[src/pmue_pkg.sv]
// Package for the pheromone matrix update engine: field widths, register
// reset values, opcode and command codes, the queued command and FSM types.
// No dependencies; every other file but pmue_ram imports it.
`default_nettype none

package pmue_pkg;

  localparam int CITY_W     = 6;
  localparam int OPCODE_W   = 3;
  localparam int AMOUNT_W   = 32;
  localparam int READ_W     = 32;
  localparam int RETAIN_W   = 16;
  localparam int BOUND_W    = 32;
  localparam int CITIES_W   = 7;
  localparam int CFG_IDX_W  = 2;
  localparam int CFG_DATA_W = 32;

  localparam logic [RETAIN_W-1:0] RETAIN_RST  = 16'hFFFF;
  localparam logic [BOUND_W-1:0]  FLOOR_RST   = 32'h0000_0000;
  localparam logic [BOUND_W-1:0]  CEILING_RST = 32'hFFFF_FFFF;
  localparam logic [CITIES_W-1:0] CITIES_RST  = 7'd64;

  // The command queue depth must be a power of two so the pointers wrap.
  localparam int FIFO_DEPTH = 2;
  localparam int FIFO_PTR_W = $clog2(FIFO_DEPTH);
  localparam int FIFO_CNT_W = $clog2(FIFO_DEPTH + 1);

  typedef enum logic [OPCODE_W-1:0] {
    OP_DEPOSIT   = 3'd0,
    OP_EVAPORATE = 3'd1,
    OP_CLAMP     = 3'd2,
    OP_READ      = 3'd3,
    OP_FILL      = 3'd4
  } op_e;

  typedef enum logic [CFG_IDX_W-1:0] {
    CFG_RETAIN  = 2'd0,
    CFG_FLOOR   = 2'd1,
    CFG_CEILING = 2'd2,
    CFG_CITIES  = 2'd3
  } cfg_idx_e;

  typedef enum logic [2:0] {
    CMD_NOP,
    CMD_DEPOSIT,
    CMD_EVAPORATE,
    CMD_CLAMP,
    CMD_READ,
    CMD_FILL
  } cmd_e;

  // One classified word. For a read, e0_a/e0_b carry row and column.
  typedef struct packed {
    cmd_e                kind;
    logic                bad;
    logic                e0_vld;
    logic [CITY_W-1:0]   e0_a;
    logic [CITY_W-1:0]   e0_b;
    logic                e1_vld;
    logic [CITY_W-1:0]   e1_a;
    logic [CITY_W-1:0]   e1_b;
    logic [AMOUNT_W-1:0] amount;
  } cmd_t;

  typedef struct packed {
    logic [RETAIN_W-1:0] retain;
    logic [BOUND_W-1:0]  tau_floor;
    logic [BOUND_W-1:0]  tau_ceiling;
  } sweep_cfg_t;

  typedef enum logic [3:0] {
    ST_IDLE,
    ST_RMW_RD,
    ST_RMW_WR,
    ST_READ,
    ST_RDATA,
    ST_SWEEP,
    ST_DRAIN,
    ST_FILL,
    ST_DONE
  } state_e;

endpackage

`default_nettype wire

[src/pmue_cmd_fifo.sv]
// Short command queue between the front classifier and the back executor.
// Depends on pmue_pkg for cmd_t and the queue depth.
`default_nettype none

module pmue_cmd_fifo import pmue_pkg::*; (
  input  wire logic clk_i,
  input  wire logic rst_ni,
  input  wire logic push_valid_i,
  output logic      push_ready_o,
  input  wire cmd_t push_data_i,
  output logic      pop_valid_o,
  input  wire logic pop_ready_i,
  output cmd_t      pop_data_o
);

  cmd_t                  entry_q [FIFO_DEPTH];
  logic [FIFO_PTR_W-1:0] wr_ptr_q;
  logic [FIFO_PTR_W-1:0] rd_ptr_q;
  logic [FIFO_CNT_W-1:0] count_q;
  logic                  push;
  logic                  pop;

  assign push_ready_o = (count_q != FIFO_CNT_W'(FIFO_DEPTH));
  assign pop_valid_o  = (count_q != '0);
  assign push         = push_valid_i && push_ready_o;
  assign pop          = pop_valid_o && pop_ready_i;
  assign pop_data_o   = entry_q[rd_ptr_q];

  always_ff @(posedge clk_i or negedge rst_ni) begin
    if (!rst_ni) begin
      wr_ptr_q <= '0;
      rd_ptr_q <= '0;
      count_q  <= '0;
    end else begin
      if (push) begin
        wr_ptr_q <= wr_ptr_q + FIFO_PTR_W'(1);
      end
      if (pop) begin
        rd_ptr_q <= rd_ptr_q + FIFO_PTR_W'(1);
      end
      if (push && !pop) begin
        count_q <= count_q + FIFO_CNT_W'(1);
      end else if (pop && !push) begin
        count_q <= count_q - FIFO_CNT_W'(1);
      end
    end
  end

  always_ff @(posedge clk_i) begin
    if (push) begin
      entry_q[wr_ptr_q] <= push_data_i;
    end
  end

endmodule

`default_nettype wire

[config.mk]
export PLATFORM = sky130hd
export DESIGN_NAME = pmue_cmd_fifo
export DESIGN_NICKNAME = d
export VERILOG_FILES = /design/src/pmue_pkg.sv /design/src/pmue_cmd_fifo.sv
export SDC_FILE = /design/constraint.sdc
export NUM_CORES = 1
export LEC_CHECK = 0
export BUFFER_PORTS_ARGS = -buffer_cell sky130_fd_sc_hd__buf_2
export CAP_MARGIN = 0
export CORE_AREA = 3 3 115 117
export CTS_BUF_LIST = sky130_fd_sc_hd__clkbuf_16
export DETAILED_ROUTE_END_ITERATION = 12
export DIE_AREA = 0 0 118 120
export PLACE_DENSITY = 0.66
export SYNTH_ARGS = -nofsm -noshare
export SYNTH_HDL_FRONTEND = slang
export SYNTH_SLANG_ARGS = --single-unit
[constraint.sdc]
create_clock -name clk_i -period 3.4 [get_ports clk_i]
set_input_delay 0.17 -clock clk_i [delete_from_list [all_inputs] [get_ports clk_i]]
set_output_delay 0.17 -clock clk_i [all_outputs]
set_load 0.01 [all_outputs]
# After elaboration in Yosys (flattened, before gate mapping)
# Memory sizes are Yosys's and may differ from the RTL's.
# Index checks and enable logic that the tools add are counted.
# op_classes
shift,0
n_reduce_logical,8
mul,0
div,0
mux,4
eq_ne,1
n_bitwise,0
add_sub_neg,4
magnitude_cmp,0
# ops
operator,count
$logic_and A1 B1 Y1,4
$mux W2,2
$reduce_bool A2 Y1,2
$add A1 B1 Y1 const B,2
$add A2 B1 Y2 const B,1
$logic_not A1 Y1,2
$mux W1,2
$ne A2 B2 Y1 const B,1
$sub A2 B1 Y2 const B,1
# totals
ram_bits,124
output_inout_bits,64
rom_bits,0
latchBits,0
register_bits,4
input_bits,66
n_memories,1
# memory_table
memory,words,width,read_ports,rd_clocked_by_memory_dff,wr,line,text
entry_q,2,62,1,0,1,pmue_cmd_fifo.sv:16,cmd_t entry_q [FIFO_DEPTH];

# Longest topological paths before layout
# logic_depth
ltp_word,6
depth_mapped,7
mapped_depth_nobuf,7

# Worst setup path before layout
# OpenSTA, ideal clock, no wires.
# synth_path
path_type,register to register
from,register count_q[0]
to,memory entry_q[0][0] (netlist bit) (enable)
stages_incl_launch_ff,4
setup_ns,0.482
path_buffers,0
slack_ns,-0.375
period_less_slack_ns,3.775
arrival_time_ns,3.293
path_cell_list,dfrtp_1 > nand2b_1 > nand2_1 > nor2_1
# synth_via
elab_chain_len,4
# synth_lines
item,line,text
"start, declared",pmue_cmd_fifo.sv:19,logic [FIFO_CNT_W-1:0] count_q;
"start signal, assigned",pmue_cmd_fifo.sv:42,count_q <= count_q + FIFO_CNT_W'(1);
"start signal, assigned",pmue_cmd_fifo.sv:44,count_q <= count_q - FIFO_CNT_W'(1);
$ne A2 B2 Y1,pmue_cmd_fifo.sv:23,assign push_ready_o = (count_q != FIFO_CNT_W'(FIFO_DEPTH));
net push_ready_o,pmue_cmd_fifo.sv:9,"output logic push_ready_o,"
$logic_and A1 B1 Y1,pmue_cmd_fifo.sv:25,assign push = push_valid_i && push_ready_o;
$mux W1,pmue_cmd_fifo.sv:50,if (push) begin
$mux W1 (not written as such),pmue_cmd_fifo.sv:51,entry_q[wr_ptr_q] <= push_data_i;
"end, declared",pmue_cmd_fifo.sv:16,
# The timed path passes the listed nets, and every way through them passes these cells.

==> impl_results.md <==
* Post-Syn Nets at around 280
* Worst skew pair latency at a little over 0.4 ns
* Synthesized cell area at a little under 5000 µm²
* # IOs at 130
* Synth top cells by count: edfxtp_1, mux2_4, buf_12
* Hold_ws at between 0.05 and 0.06 ns
* Hold endpoint: rd_ptr_q$_DFFE_PN0P_
* DRC viols at 0
* Core ar. at ~12000 µm²
* FF-to-FF End: entry_q[0][33]$_DFFE_PP_
* Worst setup EP type: output port
* Starting Density at 39.9%
* Cells after Synth at around 210
* Crit Path Class: flip-flop to output port
* Post-cts resize count at 0
* Register clock-pin slew on the reported worst setup and hold paths at 0.05 ns
* Worst-Margin Slew at about 0.84 ns
* Final period util at between 60% and 70%
* Max-cap viol count at 0
* Relative slew slack at between 40% and 50%
* Setup WS pre-CTS at 1.33 ns
* Setup slack, reg-to-reg at roughly 1.4 ns
* Min-delay src: pop_ready_i
* Nets at approximately 490
* Initial antenna violation count at 0
* Uppermost layer routed: met4
* Unrepaired setup endpoints after global routing: no
* Fin. max-slew vios at 0
* First-iteration detailed-routing DRC count at about 140
* N_diodes at 0
* Routed wl met3 at approximately 500 µm
* Final WS setup at about 1.1 ns
* # setup viols final at 0
* Synth warnings at 0
* CTS Buf Count at 17
* CP Launch Type: flip-flop
* Hold Path Depth at 3
* Syn Area/Cell at around 24 µm²
* Fin crit period at about 2.3 ns
* Worst Path Arrival at approximately 2.1 ns
* Cts hold-fix bufs at 63
* Final TNS setup at 0 ns
* ANT nets after route at 0
* Skew final at approximately 0.0069 ns
* Distinct cells, synth at 15
* First-pass iteration count of the detailed router at 4
* FILL cells at 992
* Fmax at approximately 0.44 GHz
* Largest net degree at the start of global routing at 37
* Port Buffers at 129
* Post-CTS setup buffer count at 0
* Layout cell share with drive strength beyond 1 at 52.0%
* H-tree Lvls at 4
* Top-area cell type share of the netlist area at 74.9%
* Hpwl dp at ~5300 µm
* Hold Path Class: primary input to flip-flop
* Total number of vias at 2676
* Top cells by area, synth: edfxtp_1, mux2_4, buf_12
* Required time of the critical path at roughly 3.2 ns
* Vias in the first global route at ~2900
* Max clock buf depth at 2
* GP Congestion at 0.705
* Final Hold Fails at 0
* Die height at between 100 and 150 µm
* Critical R2R Launch: count_q[0]$_DFFE_PN0P_
* Top FF cell, synth: edfxtp_1
* Power per cell area at approximately 850 nW/µm²
* Peak VDD IR at ~0.49 mV
* Root Driver: clkbuf_16
* All-Layer GR Usage at between 10 and 15%
* Area of the multi-input gates at about 1000 µm²
* Synth area leader: edfxtp_1
* First-pass GRT wire length at 14700 µm
* DRT Wirelength at between 9000 and 10000 µm
* Worst Path Max Fanout at 33
* R2R depth at 4
* Status: complete, no violations
* Synth-to-Final Area Change at 41.4%
* Post-synth EDFFs at 124
* Clock sinks at around 130
* FF+latch area at about 3800 µm²
* Met2 wire len at just under 5000 µm
* Drt wl/cell at 15.1 µm
* Via/cell ratio at roughly 4.4
* Asr flop ratio synth at 3.13%
* Synthesis-stage register bit count at around 130
* Die ar. at approximately 14000 µm²
* Register area share after synthesis at 77.0%
* Die W at 118 µm
* Most common cell in the netlist: edfxtp_1
* P_leak at between 2 and 3 nW
* Final Core Density at a little under three fifths
* Row cnt at 41
* DRT met1 WL at about 3600 µm
* Total gr overflow at 0
* CTS tree: built
[through the flow]
| stage | power, W | std cells | cell area (µm²) |
|---|---|---|---|
| 2_1_floorplan | 0.00362 | 211 | 4970 |
| 3_3_place_gp | 0.00405 | 508 | 5770 |
| 3_5_place_dp | 0.00408 | 508 | 5770 |
| 4_1_cts | 0.00606 | 603 | 7030 |
| 5_1_grt | 0.00627 | 603 | 7030 |
| 6_report | 0.00598 | 603 | 7030 |
[logic make-up after synthesis]
group	after synthesis	synth area share [%]
multiplexers	62	18.5
AND/OR/NAND/NOR	7	0.680
flip-flops	128	77.0
buffers and inverters	8	2.72
XOR/XNOR	5	0.882
adder cells (fa/ha/maj)	1	0.252
[worst max path at each step]
stage	startpoint	endpoint	slack, ns
finish	rd_ptr_q$_DFFE_PN0P_	pop_data_o[42]	1.13
global route	rd_ptr_q$_DFFE_PN0P_	pop_data_o[42]	1.03
CTS	rd_ptr_q$_DFFE_PN0P_	pop_data_o[42]	1.09
detailed placement	count_q[0]$_DFFE_PN0P_	entry_q[0][26]$_DFFE_PP_	1.33
global placement	count_q[0]$_DFFE_PN0P_	entry_q[0][36]$_DFFE_PP_	1.39
floorplan	count_q[0]$_DFFE_PN0P_	entry_q[0][0]$_DFFE_PP_	0.66
[state kept, by name, indices dropped and copies added (netlist names)]
name      count
entry_q     124
rd_ptr_q      1
count_q       2
wr_ptr_q      1
[cells in the final DEF (no fill, tap or decap), drive strengths merged]
master         n
xor2           2
nand2b         1
xnor2          3
bufinv         5
and3           1
clkinvlp       2
inv            2
buf          132
edfxtp       124
nor2           2
clkbuf        17
ha             1
dfrtp          4
clkinv         7
dlygate4sd3   63
nand2          2
or2            1
mux2          62
[final cells by class]
cell class	instances	area share, %
multi-input combinational	75	14.5
inverter	1	0.0534
clock inverter	15	2.83
tap	172	3.06
timing repair buffer	195	19.0
sequential	128	54.5
clock buffer	17	6.06
[where the power goes]
group | internal (W) | total [W] | switching, W
Clock | 0.00128 | 0.00190 | 0.000622
Combinational | 0.000937 | 0.00172 | 0.000779
Sequential | 0.00216 | 0.00236 | 0.000193
Total | 0.00438 | 0.00598 | 0.00159
[critical path: stages (launching register included)]
cell and delay (ns):
dfrtp_4 0.80, buf_12 0.34, mux2_2 0.36, buf_2 0.14
[metal layers]
layer / vias to the layer above / GRT usage [%]
met2: 98 / 23.6
met1: 1312 / 14.9
met4: 0 / 6.96
met5: - / 0
li1: 1250 / -
met3: 16 / 4.95
Note: power is estimated with default switching activity, not from simulation.
