$ cat src/pmue_pkg.sv
// Package for the pheromone matrix update engine: field widths, register
// reset values, opcode and command codes, the queued command and FSM types.
// No dependencies; every other file but pmue_ram imports it.
`default_nettype none

package pmue_pkg;

  localparam int CITY_W     = 6;
  localparam int OPCODE_W   = 3;
  localparam int AMOUNT_W   = 32;
  localparam int READ_W     = 32;
  localparam int RETAIN_W   = 16;
  localparam int BOUND_W    = 32;
  localparam int CITIES_W   = 7;
  localparam int CFG_IDX_W  = 2;
  localparam int CFG_DATA_W = 32;

  localparam logic [RETAIN_W-1:0] RETAIN_RST  = 16'hFFFF;
  localparam logic [BOUND_W-1:0]  FLOOR_RST   = 32'h0000_0000;
  localparam logic [BOUND_W-1:0]  CEILING_RST = 32'hFFFF_FFFF;
  localparam logic [CITIES_W-1:0] CITIES_RST  = 7'd64;

  // The command queue depth must be a power of two so the pointers wrap.
  localparam int FIFO_DEPTH = 2;
  localparam int FIFO_PTR_W = $clog2(FIFO_DEPTH);
  localparam int FIFO_CNT_W = $clog2(FIFO_DEPTH + 1);

  typedef enum logic [OPCODE_W-1:0] {
    OP_DEPOSIT   = 3'd0,
    OP_EVAPORATE = 3'd1,
    OP_CLAMP     = 3'd2,
    OP_READ      = 3'd3,
    OP_FILL      = 3'd4
  } op_e;

  typedef enum logic [CFG_IDX_W-1:0] {
    CFG_RETAIN  = 2'd0,
    CFG_FLOOR   = 2'd1,
    CFG_CEILING = 2'd2,
    CFG_CITIES  = 2'd3
  } cfg_idx_e;

  typedef enum logic [2:0] {
    CMD_NOP,
    CMD_DEPOSIT,
    CMD_EVAPORATE,
    CMD_CLAMP,
    CMD_READ,
    CMD_FILL
  } cmd_e;

  // One classified word. For a read, e0_a/e0_b carry row and column.
  typedef struct packed {
    cmd_e                kind;
    logic                bad;
    logic                e0_vld;
    logic [CITY_W-1:0]   e0_a;
    logic [CITY_W-1:0]   e0_b;
    logic                e1_vld;
    logic [CITY_W-1:0]   e1_a;
    logic [CITY_W-1:0]   e1_b;
    logic [AMOUNT_W-1:0] amount;
  } cmd_t;

  typedef struct packed {
    logic [RETAIN_W-1:0] retain;
    logic [BOUND_W-1:0]  tau_floor;
    logic [BOUND_W-1:0]  tau_ceiling;
  } sweep_cfg_t;

  typedef enum logic [3:0] {
    ST_IDLE,
    ST_RMW_RD,
    ST_RMW_WR,
    ST_READ,
    ST_RDATA,
    ST_SWEEP,
    ST_DRAIN,
    ST_FILL,
    ST_DONE
  } state_e;

endpackage

`default_nettype wire

$ cat src/pmue_front.sv
// Front end: accepts input words, checks indices, tracks the open tour and
// turns each word into one command for the queue. Depends on pmue_pkg.
`default_nettype none

module pmue_front import pmue_pkg::*; #(
  parameter int MAX_CITIES = 64
) (
  input  wire logic                              clk_i,
  input  wire logic                              rst_ni,
  input  wire logic                              in_valid_i,
  output logic                                   in_ready_o,
  input  wire logic [OPCODE_W-1:0]               opcode_i,
  input  wire logic [CITY_W-1:0]                 city_i,
  input  wire logic [CITY_W-1:0]                 column_i,
  input  wire logic                              tour_end_i,
  input  wire logic [AMOUNT_W-1:0]               amount_i,
  input  wire logic [$clog2(MAX_CITIES+1)-1:0]   n_i,
  output logic                                   cmd_valid_o,
  output cmd_t                                   cmd_o,
  input  wire logic                              cmd_ready_i
);

  localparam int NW   = $clog2(MAX_CITIES + 1);
  localparam int CMPW = (NW > CITY_W) ? NW : CITY_W;

  logic [CITY_W-1:0] first_q, first_d;
  logic [CITY_W-1:0] prev_q, prev_d;
  logic              open_q, open_d;
  logic              accept;
  logic              city_ok, column_ok, prev_ok, first_ok;
  logic [CITY_W-1:0] new_first;
  logic              new_first_ok;
  logic              tour_step;
  cmd_t              cmd;

  function automatic logic below_n(input logic [CITY_W-1:0] x,
                                   input logic [NW-1:0] n);
    return CMPW'(x) < CMPW'(n);
  endfunction

  assign in_ready_o  = cmd_ready_i;
  assign cmd_valid_o = in_valid_i;
  assign accept      = in_valid_i && cmd_ready_i;
  assign cmd_o       = cmd;

  assign city_ok   = below_n(city_i, n_i);
  assign column_ok = below_n(column_i, n_i);
  assign prev_ok   = below_n(prev_q, n_i);
  assign first_ok  = below_n(first_q, n_i);

  // With no tour open this city starts one and becomes its first city.
  assign new_first    = open_q ? first_q : city_i;
  assign new_first_ok = open_q ? first_ok : 1'b1;

  always_comb begin
    cmd        = '0;
    cmd.kind   = CMD_NOP;
    cmd.amount = amount_i;
    tour_step  = 1'b0;
    case (op_e'(opcode_i))
      OP_DEPOSIT: begin
        if (!city_ok) begin
          cmd.bad = 1'b1;
        end else begin
          tour_step  = 1'b1;
          cmd.kind   = CMD_DEPOSIT;
          cmd.e0_vld = open_q && prev_ok;
          cmd.e0_a   = prev_q;
          cmd.e0_b   = city_i;
          cmd.e1_vld = tour_end_i && new_first_ok;
          cmd.e1_a   = city_i;
          cmd.e1_b   = new_first;
        end
      end
      OP_EVAPORATE: cmd.kind = CMD_EVAPORATE;
      OP_CLAMP:     cmd.kind = CMD_CLAMP;
      OP_READ: begin
        if (city_ok && column_ok) begin
          cmd.kind = CMD_READ;
          cmd.e0_a = city_i;
          cmd.e0_b = column_i;
        end else begin
          cmd.bad = 1'b1;
        end
      end
      OP_FILL:      cmd.kind = CMD_FILL;
      default:      cmd.kind = CMD_NOP;
    endcase
  end

  always_comb begin
    first_d = first_q;
    prev_d  = prev_q;
    open_d  = open_q;
    if (accept && tour_step) begin
      first_d = new_first;
      prev_d  = city_i;
      open_d  = !tour_end_i;
    end
  end

  always_ff @(posedge clk_i or negedge rst_ni) begin
    if (!rst_ni) begin
      first_q <= '0;
      prev_q  <= '0;
      open_q  <= 1'b0;
    end else begin
      first_q <= first_d;
      prev_q  <= prev_d;
      open_q  <= open_d;
    end
  end

endmodule

`default_nettype wire

$ cat config.mk
export PLATFORM = sky130hd
export DESIGN_NAME = pmue_front
export DESIGN_NICKNAME = d
export VERILOG_FILES = /design/src/pmue_pkg.sv /design/src/pmue_front.sv
export SDC_FILE = /design/constraint.sdc
export NUM_CORES = 1
export LEC_CHECK = 0
export ABC_AREA = 1
export BUFFER_PORTS_ARGS = -buffer_cell sky130_fd_sc_hd__buf_4
export CAP_MARGIN = 20
export CORE_UTILIZATION = 38
export DETAILED_ROUTE_END_ITERATION = 16
export PLACE_DENSITY_LB_ADDON = 0.15
export SYNTH_ARGS = -nofsm -noshare
export SYNTH_HDL_FRONTEND = slang
export SYNTH_SLANG_ARGS = --single-unit
export TNS_END_PERCENT = 100
$ cat constraint.sdc
create_clock -name clk_i -period 1.1 [get_ports clk_i]
set_input_delay 0 -clock clk_i [delete_from_list [all_inputs] [get_ports clk_i]]
set_output_delay 0 -clock clk_i [all_outputs]
set_load 0.01 [all_outputs]
# Word-level counts from Yosys, hierarchy flattened
# Cells that the tools add are included.
[word_totals]
inputBits = 59
ff_bits = 13
word_cells = 33
output_inout_bits = 64
[classes]
n_eq_ne = 4
n_lt_le_gt_ge = 4
mux = 15
reduce_logical = 7
[ops]
columns = ["cell", "count"]
rows = [
  ["less-than comparator 6 x 7 -> 1 bit", 4],
  ["two-way mux 26 bit", 1],
  ["case mux 12 bit (2 select lines)", 1],
  ["case mux 3 bit (5 select lines)", 1],
  ["two-way mux 13 bit", 1],
  ["two-way mux 12 bit", 1],
  ["two-way mux 1 bit", 7],
  ["== test 3 x 2 -> 1 bit (second input constant)", 2],
  ["two-way mux 6 bit", 1],
  ["logical AND 1 bit", 5],
  ["== test 3 x 1 -> 1 bit (second input constant)", 1],
  ["== test 3 bit (second input constant)", 1],
  ["logical NOT 3 bit", 1],
  ["two-way mux 3 bit", 1],
  ["case mux 1 bit (2 select lines)", 1],
  ["logical NOT 1 bit", 1],
]

# Logic depth before layout (Yosys ltp)
# Gate-level depths: netlist of run 1.
[depth]
word_depth = 5
ltp_mapped = 12
mapped_depth_nobuf = 11

# Least setup slack after synthesis of run 1
# OpenSTA, ideal clock, no wires.
[synth_timing]
path_kind = "input to register"
start = "in n_i[4]"
end = "reg open_q"
t_required_ns = 0.983
setup_slack_ns = -0.122
setup_time_ns = 0.117
t_arrival_ns = 1.105
n_path_buf = 1
cell_stages = 9
cell_sequence = "inv_1 -> ha_1 -> nand2_1 -> nand2_1 -> a21boi_4 -> nand4_1 -> buf_2 -> nand2_1 -> nand2_1"
[synth_between]
elab_chain_cells = 4
[synth_rtl]
columns = ["item", "line", "rtl"]
rows = [
  ["start: declaration", "pmue_front.sv:17", "input wire logic [$clog2(MAX_CITIES+1)-1:0] n_i,"],
  ["less-than comparator 6 x 7 -> 1 bit", "pmue_front.sv:38", "return CMPW'(x) < CMPW'(n);"],
  ["two-way mux 1 bit", "pmue_front.sv:62", "if (!city_ok) begin"],
  ["two-way mux 1 bit", "pmue_front.sv:60", "case (op_e'(opcode_i))"],
  ["logical AND 1 bit", "pmue_front.sv:95", "if (accept && tour_step) begin"],
  ["end signal: assignment", "pmue_front.sv:110", "open_q <= open_d;"],
  ["end: declaration", "pmue_front.sv:28", "logic open_q, open_d;"],
]
# Every way passes these cells.
# A chain may end at the register's enable or synchronous reset.

==> flow_metrics.env, run 1 <==
export IMPL_fin_skew_ps=5.61
export IMPL_wire_per_inst_um=13.3
export IMPL_syn_area_per_cell_sq_um=6.56
export IMPL_initial_core_util=0.401
export IMPL_period_share=1.36
export IMPL_drt_vias_per_instance=4.88
export IMPL_die_w_um=70.3
export IMPL_ys_ff_latch=13
export IMPL_outcome="complete, but fails checks"
export IMPL_place_ws_ps=-309
export IMPL_crit_fanout=2
export IMPL_ctsLongestPathBuffers=2
export IMPL_drive_gt1_frac=0.589
export IMPL_n_antenna_cell=0
export IMPL_total_power_mw=2.89
export IMPL_drv_cap=0
export IMPL_maxSlewViolCount=0
export IMPL_synth_nets=349
export IMPL_fmax_ghz=0.668
export IMPL_grt_util_met2=0.326
export IMPL_utilization=0.695
export IMPL_route_detailed_drc=0
export IMPL_clock_latency_ps=240
export IMPL_fp_dieH_um=70.3
export IMPL_regArea_sq_um=325
export IMPL_max_slew_margin=0.803
export IMPL_htreeDepth=1
export IMPL_overflow=0
export IMPL_cellPowerDensity_nw_per_um2=944
export IMPL_fin_area_sq_um=3070
export IMPL_dieArea_sq_um=4940
export IMPL_end_kind="output port"
export IMPL_violations="negative setup slack"
export IMPL_syn2layout_area_growth_pct=73.2
export IMPL_grt_pass1_vias=1744
export IMPL_yosys_cell_types_count=22
export IMPL_first_pass_iters=4
export IMPL_instances_no_fill=405
export IMPL_placed_area_sq_um=2380
export IMPL_grt_first_pass_wirelength_mm=8.13
export IMPL_numCtsBuffers=3
export IMPL_hp_class="primary input to output port"
export IMPL_setup_viol=42
export IMPL_tightest_slew_ps=293
export IMPL_arrival_ps=1500
export IMPL_numPortBuffers=58
export IMPL_grt_max_degree=14
export IMPL_rows=24
export IMPL_drtIter0Drc=55
export IMPL_synth_top_area_share=0.184
export IMPL_multi_input_area_sq_um=1400
export IMPL_fin_crit_ps=1500
export IMPL_worstPathRequired_ps=1100
export IMPL_irDropWorstVdd_uv=891
export IMPL_cts_sinks=13
export IMPL_yosysSeqAreaShare=0.184
export IMPL_cts_root_buf="clkbuf_8"
export IMPL_wl_mm=5.40
export IMPL_fillCellCount=382
export IMPL_ys_warn_count=0
export IMPL_tns_ps=-7860
export IMPL_core_region_area_sq_um=4410
export IMPL_io_pins=123
export IMPL_antenna_left=0
export IMPL_met3_usage=0.0216
export IMPL_crit_path_start_kind="flip-flop"
export IMPL_dp_cells=383
export IMPL_use_met1=0.290
export IMPL_antenna_found_initial=0
export IMPL_place_congestion=0.805
export IMPL_synth_cells=270
export IMPL_syn_area_sq_um=1770
export IMPL_yosys_area_top_type="dfrtp_1"
export IMPL_num_vias=1978
export IMPL_power_leakage_nw=1.63
export IMPL_clkTransAtPathRegs_ps=50
export IMPL_hold_viol=0
export IMPL_synthTopCellsByArea="dfrtp_1 (18%), nand2_1 (18%), buf_4 (15%)"
export IMPL_tritoncts="done"
export IMPL_grt_total_usage=0.200
export IMPL_crit_type="flip-flop to output port"
export IMPL_rsz0062_at_grt="true"
export IMPL_dpl_hpwl_mm=3.80
export IMPL_busiest_layer="met2"
export IMPL_fin_hold_ws_ps=0.00444
export IMPL_fin_nets=433
export IMPL_fin_ws_ps=-396
metal layers:
metal  vias up  share of wire
met2        63           0.49
met3         2          0.061
met5         -              0
li1        991              -
met1       922           0.45
met4         0         0.0028
placed cells by master, fill, tap and decap left out, drive strengths merged, types with 2 or more instances in the layout:
cell type    n
o21ai        3
o21a         6
dfrtp       13
ha          20
clkbuf       4
nand2       84
a21oi        9
nand3       31
o211ai       2
nor3         3
nor2        17
or2          5
buf        119
inv         34
what timing repair did:
item / in CTS / in global routing
hold endpoints to repair: 13 / 0
hold buffers: 1 / 0
gates cloned: 1 / 1
buffers inserted: 11 / 5
pin swaps: 22 / 11
resized for setup: 49 / 84
setup endpoints to repair: 40 / 42
cell usage after synthesis:
master	count
o21ai_0	3
o211ai_1	2
nand4_1	1
buf_4	35
buf_6	2
inv_1	33
o21a_1	6
nand2_1	83
inv_2	1
nand3_1	30
nor2_4	1
buf_2	4
ha_1	20
nand3_2	1
nand2_4	1
or2_2	5
a21oi_1	9
nor2_1	15
dfrtp_1	13
nor3_1	3
nor2_8	1
a21boi_4	1
area by class of cell:
| class | instances | area share |
|---|---|---|
| multi-input combinational | 182 | 0.456 |
| timing repair buffer | 120 | 0.353 |
| sequential | 13 | 0.106 |
| inverter | 34 | 0.0498 |
| tap | 52 | 0.0212 |
| clock buffer | 4 | 0.0147 |
report_power, final:
part / internal [mW] / total (mW) / switching (mW)
Clock: 0.256 / 0.433 / 0.177
Combinational: 0.951 / 1.75 / 0.796
Sequential: 0.604 / 0.714 / 0.110
Total: 1.81 / 2.89 / 1.08
final timing paths:
| path | startpoint | endpoint | slack, ps | cells past startpoint |
|---|---|---|---|---|
| setup / recovery | prev_q[5] | cmd_o[57] | -400 | 7 |
| hold / removal | amount_i[27] | cmd_o[27] | 0.004 | 0 |
| setup reg to reg | first_q[1] | first_q[1] | -90 | 6 |
| hold reg to reg | first_q[0] | first_q[0] | 500 | 2 |
| max in group asynchronous | rst_ni | first_q[4] | 780 | 2 |
| min in group asynchronous | rst_ni | open_q | 140 | 2 |
cell families after synthesis:
family,Yosys count,synth area share
AND/OR/NAND/NOR,141,0.352
buffers and inverters,75,0.245
AO/OA/AOI/OAI,21,0.0784
adder cells (fa/ha/maj),20,0.141
flip-flops,13,0.184
flip-flops by register name, indices dropped and copies added, names as in the netlist:
register,count
first_q,6
open_q,1
prev_q,6
worst max-delay path, cell delays in order (launching register included):
cell and delay [ps]:
dfrtp_1 420, ha_4 260, inv_2 60, nor2_4 40, nand3_1 60, o211ai_1 110
nor3_2 170, buf_4 150
No activity file was read; power rests on OpenSTA's default activity.
==> run 2: changes to the inputs <==
--- a/config.mk
+++ b/config.mk
@@ -8,9 +8,10 @@
 export ABC_AREA = 1
 export BUFFER_PORTS_ARGS = -buffer_cell sky130_fd_sc_hd__buf_4
 export CAP_MARGIN = 20
-export CORE_UTILIZATION = 38
+export CORE_UTILIZATION = 42
 export DETAILED_ROUTE_END_ITERATION = 16
 export PLACE_DENSITY_LB_ADDON = 0.15
+export RECOVER_POWER = 25
 export SYNTH_ARGS = -nofsm -noshare
 export SYNTH_HDL_FRONTEND = slang
 export SYNTH_SLANG_ARGS = --single-unit
==> constraint.sdc (replaced) <==
create_clock -name clk_i -period 1.67 [get_ports clk_i]
set_input_delay 0.2505 -clock clk_i [delete_from_list [all_inputs] [get_ports clk_i]]
set_output_delay 0.2505 -clock clk_i [all_outputs]
set_load 0.01 [all_outputs]
==> flow_metrics.env, run 2 (synthesis gave the netlist of run 1 again) <==
export IMPL_outcome="complete, but fails checks"
export IMPL_violations="negative setup slack"
export IMPL_clock_latency_ps=250
export IMPL_grt_first_pass_wirelength_mm=7.80
export IMPL_dpl_hpwl_mm=3.59
export IMPL_cp_num_buf_inv=5
export IMPL_num_vias=1848
export IMPL_path_cells="buf_6 > inv_4 > ha_4 > inv_4 > nor2_4 > a21boi_4 > nand2_4 > nor2_4 > buf_6 > nand3_2 > nand2_2 > buf_6"
export IMPL_hold_viol=0
export IMPL_cts_root_buf="clkbuf_8"
export IMPL_worst_path_max_delay_cell="a21boi_4"
export IMPL_arrival_ps=1600
export IMPL_cts_sinks=13
export IMPL_utilization=0.707
export IMPL_maxSlewViolCount=0
export IMPL_fin_ws_ps=-179
export IMPL_crit_fanout=5
export IMPL_cp_top_family="buffers and inverters"
export IMPL_placed_area_sq_um=2190
export IMPL_dp_cells=365
export IMPL_fin_skew_ps=0.472
export IMPL_clkTransAtPathRegs_ps=60
export IMPL_core_region_area_sq_um=4030
export IMPL_fin_crit_ps=1850
export IMPL_crit_type="primary input to output port"
export IMPL_drive_gt1_frac=0.567
export IMPL_met3_usage=0.0188
export IMPL_crit_top_cell="buf_6"
export IMPL_final_common_cell="buf_4"
export IMPL_instances_no_fill=380
export IMPL_fin_nets=410
export IMPL_antenna_found_initial=0
export IMPL_irDropWorstVdd_uv=606
export IMPL_numCtsBuffers=3
export IMPL_numPortBuffers=58
export IMPL_overflow=0
export IMPL_worstPathRequired_ps=1420
export IMPL_ctsLongestPathBuffers=2
export IMPL_hp_class="primary input to flip-flop"
export IMPL_htreeDepth=1
export IMPL_period_share=1.11
export IMPL_crit_path_start_kind="primary input"
export IMPL_drt_vias_per_instance=4.86
export IMPL_place_congestion=0.842
export IMPL_grt_util_met2=0.410
export IMPL_initial_core_util=0.439
export IMPL_wl_mm=5.38
export IMPL_setup_viol=28
export IMPL_io_pins=123
export IMPL_die_w_um=66.9
export IMPL_end_kind="output port"
export IMPL_cellPowerDensity_nw_per_um2=581
export IMPL_antenna_left=0
export IMPL_fin_area_sq_um=2850
export IMPL_drv_cap=0
export IMPL_wire_per_inst_um=14.2
export IMPL_place_ws_ps=-300
export IMPL_grt_total_usage=0.235
export IMPL_max_stage_delay_ps=220
export IMPL_grt_pass1_vias=1715
export IMPL_tritoncts="done"
export IMPL_final_cell_mix="buf_4 (62), nand2_1 (58), buf_6 (32), inv_1 (20), nand2_2 (19)"
export IMPL_n_antenna_cell=0
export IMPL_rsz0062_at_grt="true"
export IMPL_reg_top3="first_q (6), prev_q (6), open_q (1)"
export IMPL_route_detailed_drc=0
export IMPL_drtIter0Drc=57
export IMPL_max_slew_margin=0.812
export IMPL_tightest_slew_ps=279
export IMPL_busiest_layer="met2"
export IMPL_fmax_ghz=0.541
export IMPL_power_leakage_nw=1.51
export IMPL_rows=23
export IMPL_syn2layout_area_growth_pct=60.8
export IMPL_first_pass_iters=6
export IMPL_use_met1=0.291
export IMPL_grt_max_degree=14
export IMPL_dieArea_sq_um=4480
export IMPL_fp_dieH_um=66.9
run 2: cell types whose count changed in the layout (fill, tap and decap cells not counted), moves of 4 or more:
cell     previous run  this run
buf_4              78        62
nor2_1              7        12
or2_2               0         5
or2_4               5         0
nand3_1            26        16
buf_6              36        32
nand3_2             4        11
run 2: worst reg2reg max path, stage by stage (launching register included):
cell     delay (ps)
dfrtp_1         380
buf_4           140
or2_2           280
o21a_1          110
nand3_1          70
nand2_1          50
run 2: layout make-up:
cell class	instances	area [sq um]
multi-input cells	182	1400
inverters	34	143
repair buffers	97	871
fillers	328	1180
flip-flops and latches	13	325
well taps	50	62.6
clock buffers	4	45.0
run 2: power breakdown:
group	total (mW)	internal, mW	switching (mW)
clock network	0.295	0.169	0.126
logic	0.894	0.436	0.458
registers	0.466	0.398	0.0681
total	1.66	1.00	0.652
run 2: final timing paths:
kind                       cells past startpoint        from  slack [ps]          to
min reg2reg                                    2  first_q[0]         480  first_q[0]
max reg2reg                                    5  first_q[2]         530  first_q[2]
min                                            4  tour_end_i         260      open_q
max in group asynchronous                      2      rst_ni        1140  first_q[5]
min in group asynchronous                      2      rst_ni         370  first_q[0]
max                                           12      n_i[5]        -180   cmd_o[45]
run 2: routing by layer:
| metal | routed length, um | share of wire | up-vias |
|---|---|---|---|
| li1 | - | - | 939 |
| met1 | 2340 | 0.44 | 841 |
| met2 | 2650 | 0.49 | 59 |
| met3 | 300 | 0.056 | 9 |
| met4 | 90 | 0.017 | 0 |
| met5 | 0 | 0 | - |
run 2: per-stage QoR:
stage	total power [mW]	TNS, ps	hold slack (ps)
CTS	1.53	-4170	258
global route	1.77	-5040	285
finish	1.66	-4060	257
detailed placement	1.14	-7880	108
floorplan	0.954	0	-45.1
global placement	1.13	-7210	105
run 2: what timing repair did:
action | CTS | global route
pin swaps | 24 | 36
buffers inserted | 7 | 3
setup endpoints to repair | 29 | 29
hold endpoints to repair | 13 | 0
hold buffers | 1 | 0
resized for setup | 68 | 63
==> run 3: changes to the inputs <==
--- a/config.mk
+++ b/config.mk
@@ -6,10 +6,10 @@
 export NUM_CORES = 1
 export LEC_CHECK = 0
 export ABC_AREA = 1
-export BUFFER_PORTS_ARGS = -buffer_cell sky130_fd_sc_hd__buf_4
 export CAP_MARGIN = 20
-export CORE_UTILIZATION = 42
+export CORE_UTILIZATION = 58
 export DETAILED_ROUTE_END_ITERATION = 16
+export DONT_BUFFER_PORTS = 1
 export PLACE_DENSITY_LB_ADDON = 0.15
 export RECOVER_POWER = 25
 export SYNTH_ARGS = -nofsm -noshare
==> flow_metrics.env, run 3 (synthesis gave the netlist of run 1 again) <==
export IMPL_core_region_area_sq_um=2830
export IMPL_grt_pass1_vias=1690
export IMPL_fin_ws_ps=-137
export IMPL_outcome="complete, but fails checks"
export IMPL_rows=19
export IMPL_clkTransAtPathRegs_ps=80
export IMPL_irDropWorstVdd_uv=552
export IMPL_io_pins=123
export IMPL_fin_skew_ps=0.457
export IMPL_worstRegToRegCells=5
export IMPL_route_detailed_drc=10
export IMPL_clock_latency_ps=270
export IMPL_fin_nets=351
export IMPL_cts_root_buf="clkbuf_4"
export IMPL_fin_hold_ws_ps=106
export IMPL_numCtsBuffers=3
export IMPL_die_w_um=57.3
export IMPL_fp_dieH_um=57.3
export IMPL_drv_cap=0
export IMPL_utilization=0.778
export IMPL_drt_vias_per_instance=5.75
export IMPL_drive_gt1_frac=0.439
export IMPL_hold_viol=0
export IMPL_crit_fanout=4
export IMPL_final_cell_mix="nand2_1 (63), buf_4 (27), inv_1 (26), nand2_2 (18), nand3_1 (18)"
export IMPL_grt_max_degree=14
export IMPL_first_pass_iters=11
export IMPL_hp_class="primary input to flip-flop"
export IMPL_hold_path_depth=2
export IMPL_cts_sinks=13
export IMPL_power_leakage_nw=1.14
export IMPL_rsz0062_at_grt="true"
export IMPL_place_congestion=0.831
export IMPL_ctsLongestPathBuffers=2
export IMPL_tns_ps=-2770
export IMPL_grt_first_pass_wirelength_mm=7.53
export IMPL_syn2layout_area_growth_pct=24.4
export IMPL_maxSlewViolCount=0
export IMPL_crit_path_start_kind="primary input"
export IMPL_arrival_ps=1560
export IMPL_antenna_left=0
export IMPL_tritoncts="done"
export IMPL_initial_core_util=0.626
export IMPL_dpl_hpwl_mm=3.31
export IMPL_drtIter0Drc=86
export IMPL_num_vias=1735
export IMPL_worstPathRequired_ps=1420
export IMPL_dieArea_sq_um=3280
export IMPL_cellPowerDensity_nw_per_um2=653
export IMPL_period_share=1.08
export IMPL_reg_top3="first_q (6), prev_q (6), open_q (1)"
export IMPL_final_common_cell="nand2_1"
export IMPL_setup_viol=29
export IMPL_tightest_slew_ps=583
export IMPL_fin_crit_ps=1810
export IMPL_fmax_ghz=0.553
export IMPL_grt_total_usage=0.294
export IMPL_wire_per_inst_um=16.1
export IMPL_overflow=0
export IMPL_antenna_found_initial=0
export IMPL_max_slew_margin=0.610
export IMPL_n_antenna_cell=0
export IMPL_numPortBuffers=0
export IMPL_crit_type="primary input to output port"
export IMPL_violations="design-rule violations, negative setup slack"
export IMPL_end_kind="output port"
export IMPL_wl_mm=4.86
export IMPL_htreeDepth=1
==> run 3: layout make-up <==
cell class	count	area, sq um
multi-input combinational	182	1330
sequential	13	325
timing repair buffer	38	353
tap	31	38.8
fill	200	627
inverter	34	131
clock buffer	4	26.3
==> run 3: path summary, 6_finish.rpt <==
kind / slack [ps] / endpoint / startpoint
max: -140 / cmd_o[57] / n_i[4]
max in group asynchronous: 880 / prev_q[1] / rst_ni
min in group asynchronous: 410 / first_q[2] / rst_ni
max reg2reg: 450 / first_q[4] / first_q[4]
min: 110 / prev_q[2] / city_i[2]
min reg2reg: 490 / first_q[0] / first_q[0]
==> run 3: layer usage <==
metal | global-route usage | vias to the layer above | wire length (um)
met1 | 0.371 | 808 | 2100
met3 | 0.0181 | 25 | 284
met5 | 0 | - | 0
li1 | - | 824 | -
met4 | 0.146 | 0 | 169
met2 | 0.511 | 78 | 2310
==> run 3: critical path: stages <==
cell and delay, ps:
clkinvlp_4 110, ha_4 240, nand2_2 60, nand2_2 70, a21boi_4 180, buf_4 140
nand3_2 130, nor3_2 220, buf_4 150
==> run 3: repair_timing <==
action | 4_1_cts | 5_1_grt
setup buffers | 9 | 4
hold buffers | 1 | 0
gates resized for setup | 66 | 15
hold endpoints to repair | 13 | 0
pin swaps | 23 | 5
setup endpoints to repair | 27 | 31
gates cloned | 2 | 0
==> run 3: power breakdown <==
group          leakage, nW  internal [mW]  switching, mW  total [mW]
registers            0.166          0.397         0.0756       0.472
logic                0.959          0.361          0.406       0.767
clock network       0.0150         0.0925          0.106       0.199
total                 1.14          0.850          0.588        1.44
==> run 3: stage by stage <==
stage | setup slack, ps | area (sq um) | std cells | total power [mW]
3_5_place_dp | -113 | 1700 | 282 | 1.01
3_3_place_gp | -75.2 | 1700 | 282 | 0.992
2_1_floorplan | 2.59 | 1780 | 270 | 0.954
6_report | -137 | 2200 | 302 | 1.44
4_1_cts | -108 | 2090 | 298 | 1.34
5_1_grt | -190 | 2200 | 302 | 1.55
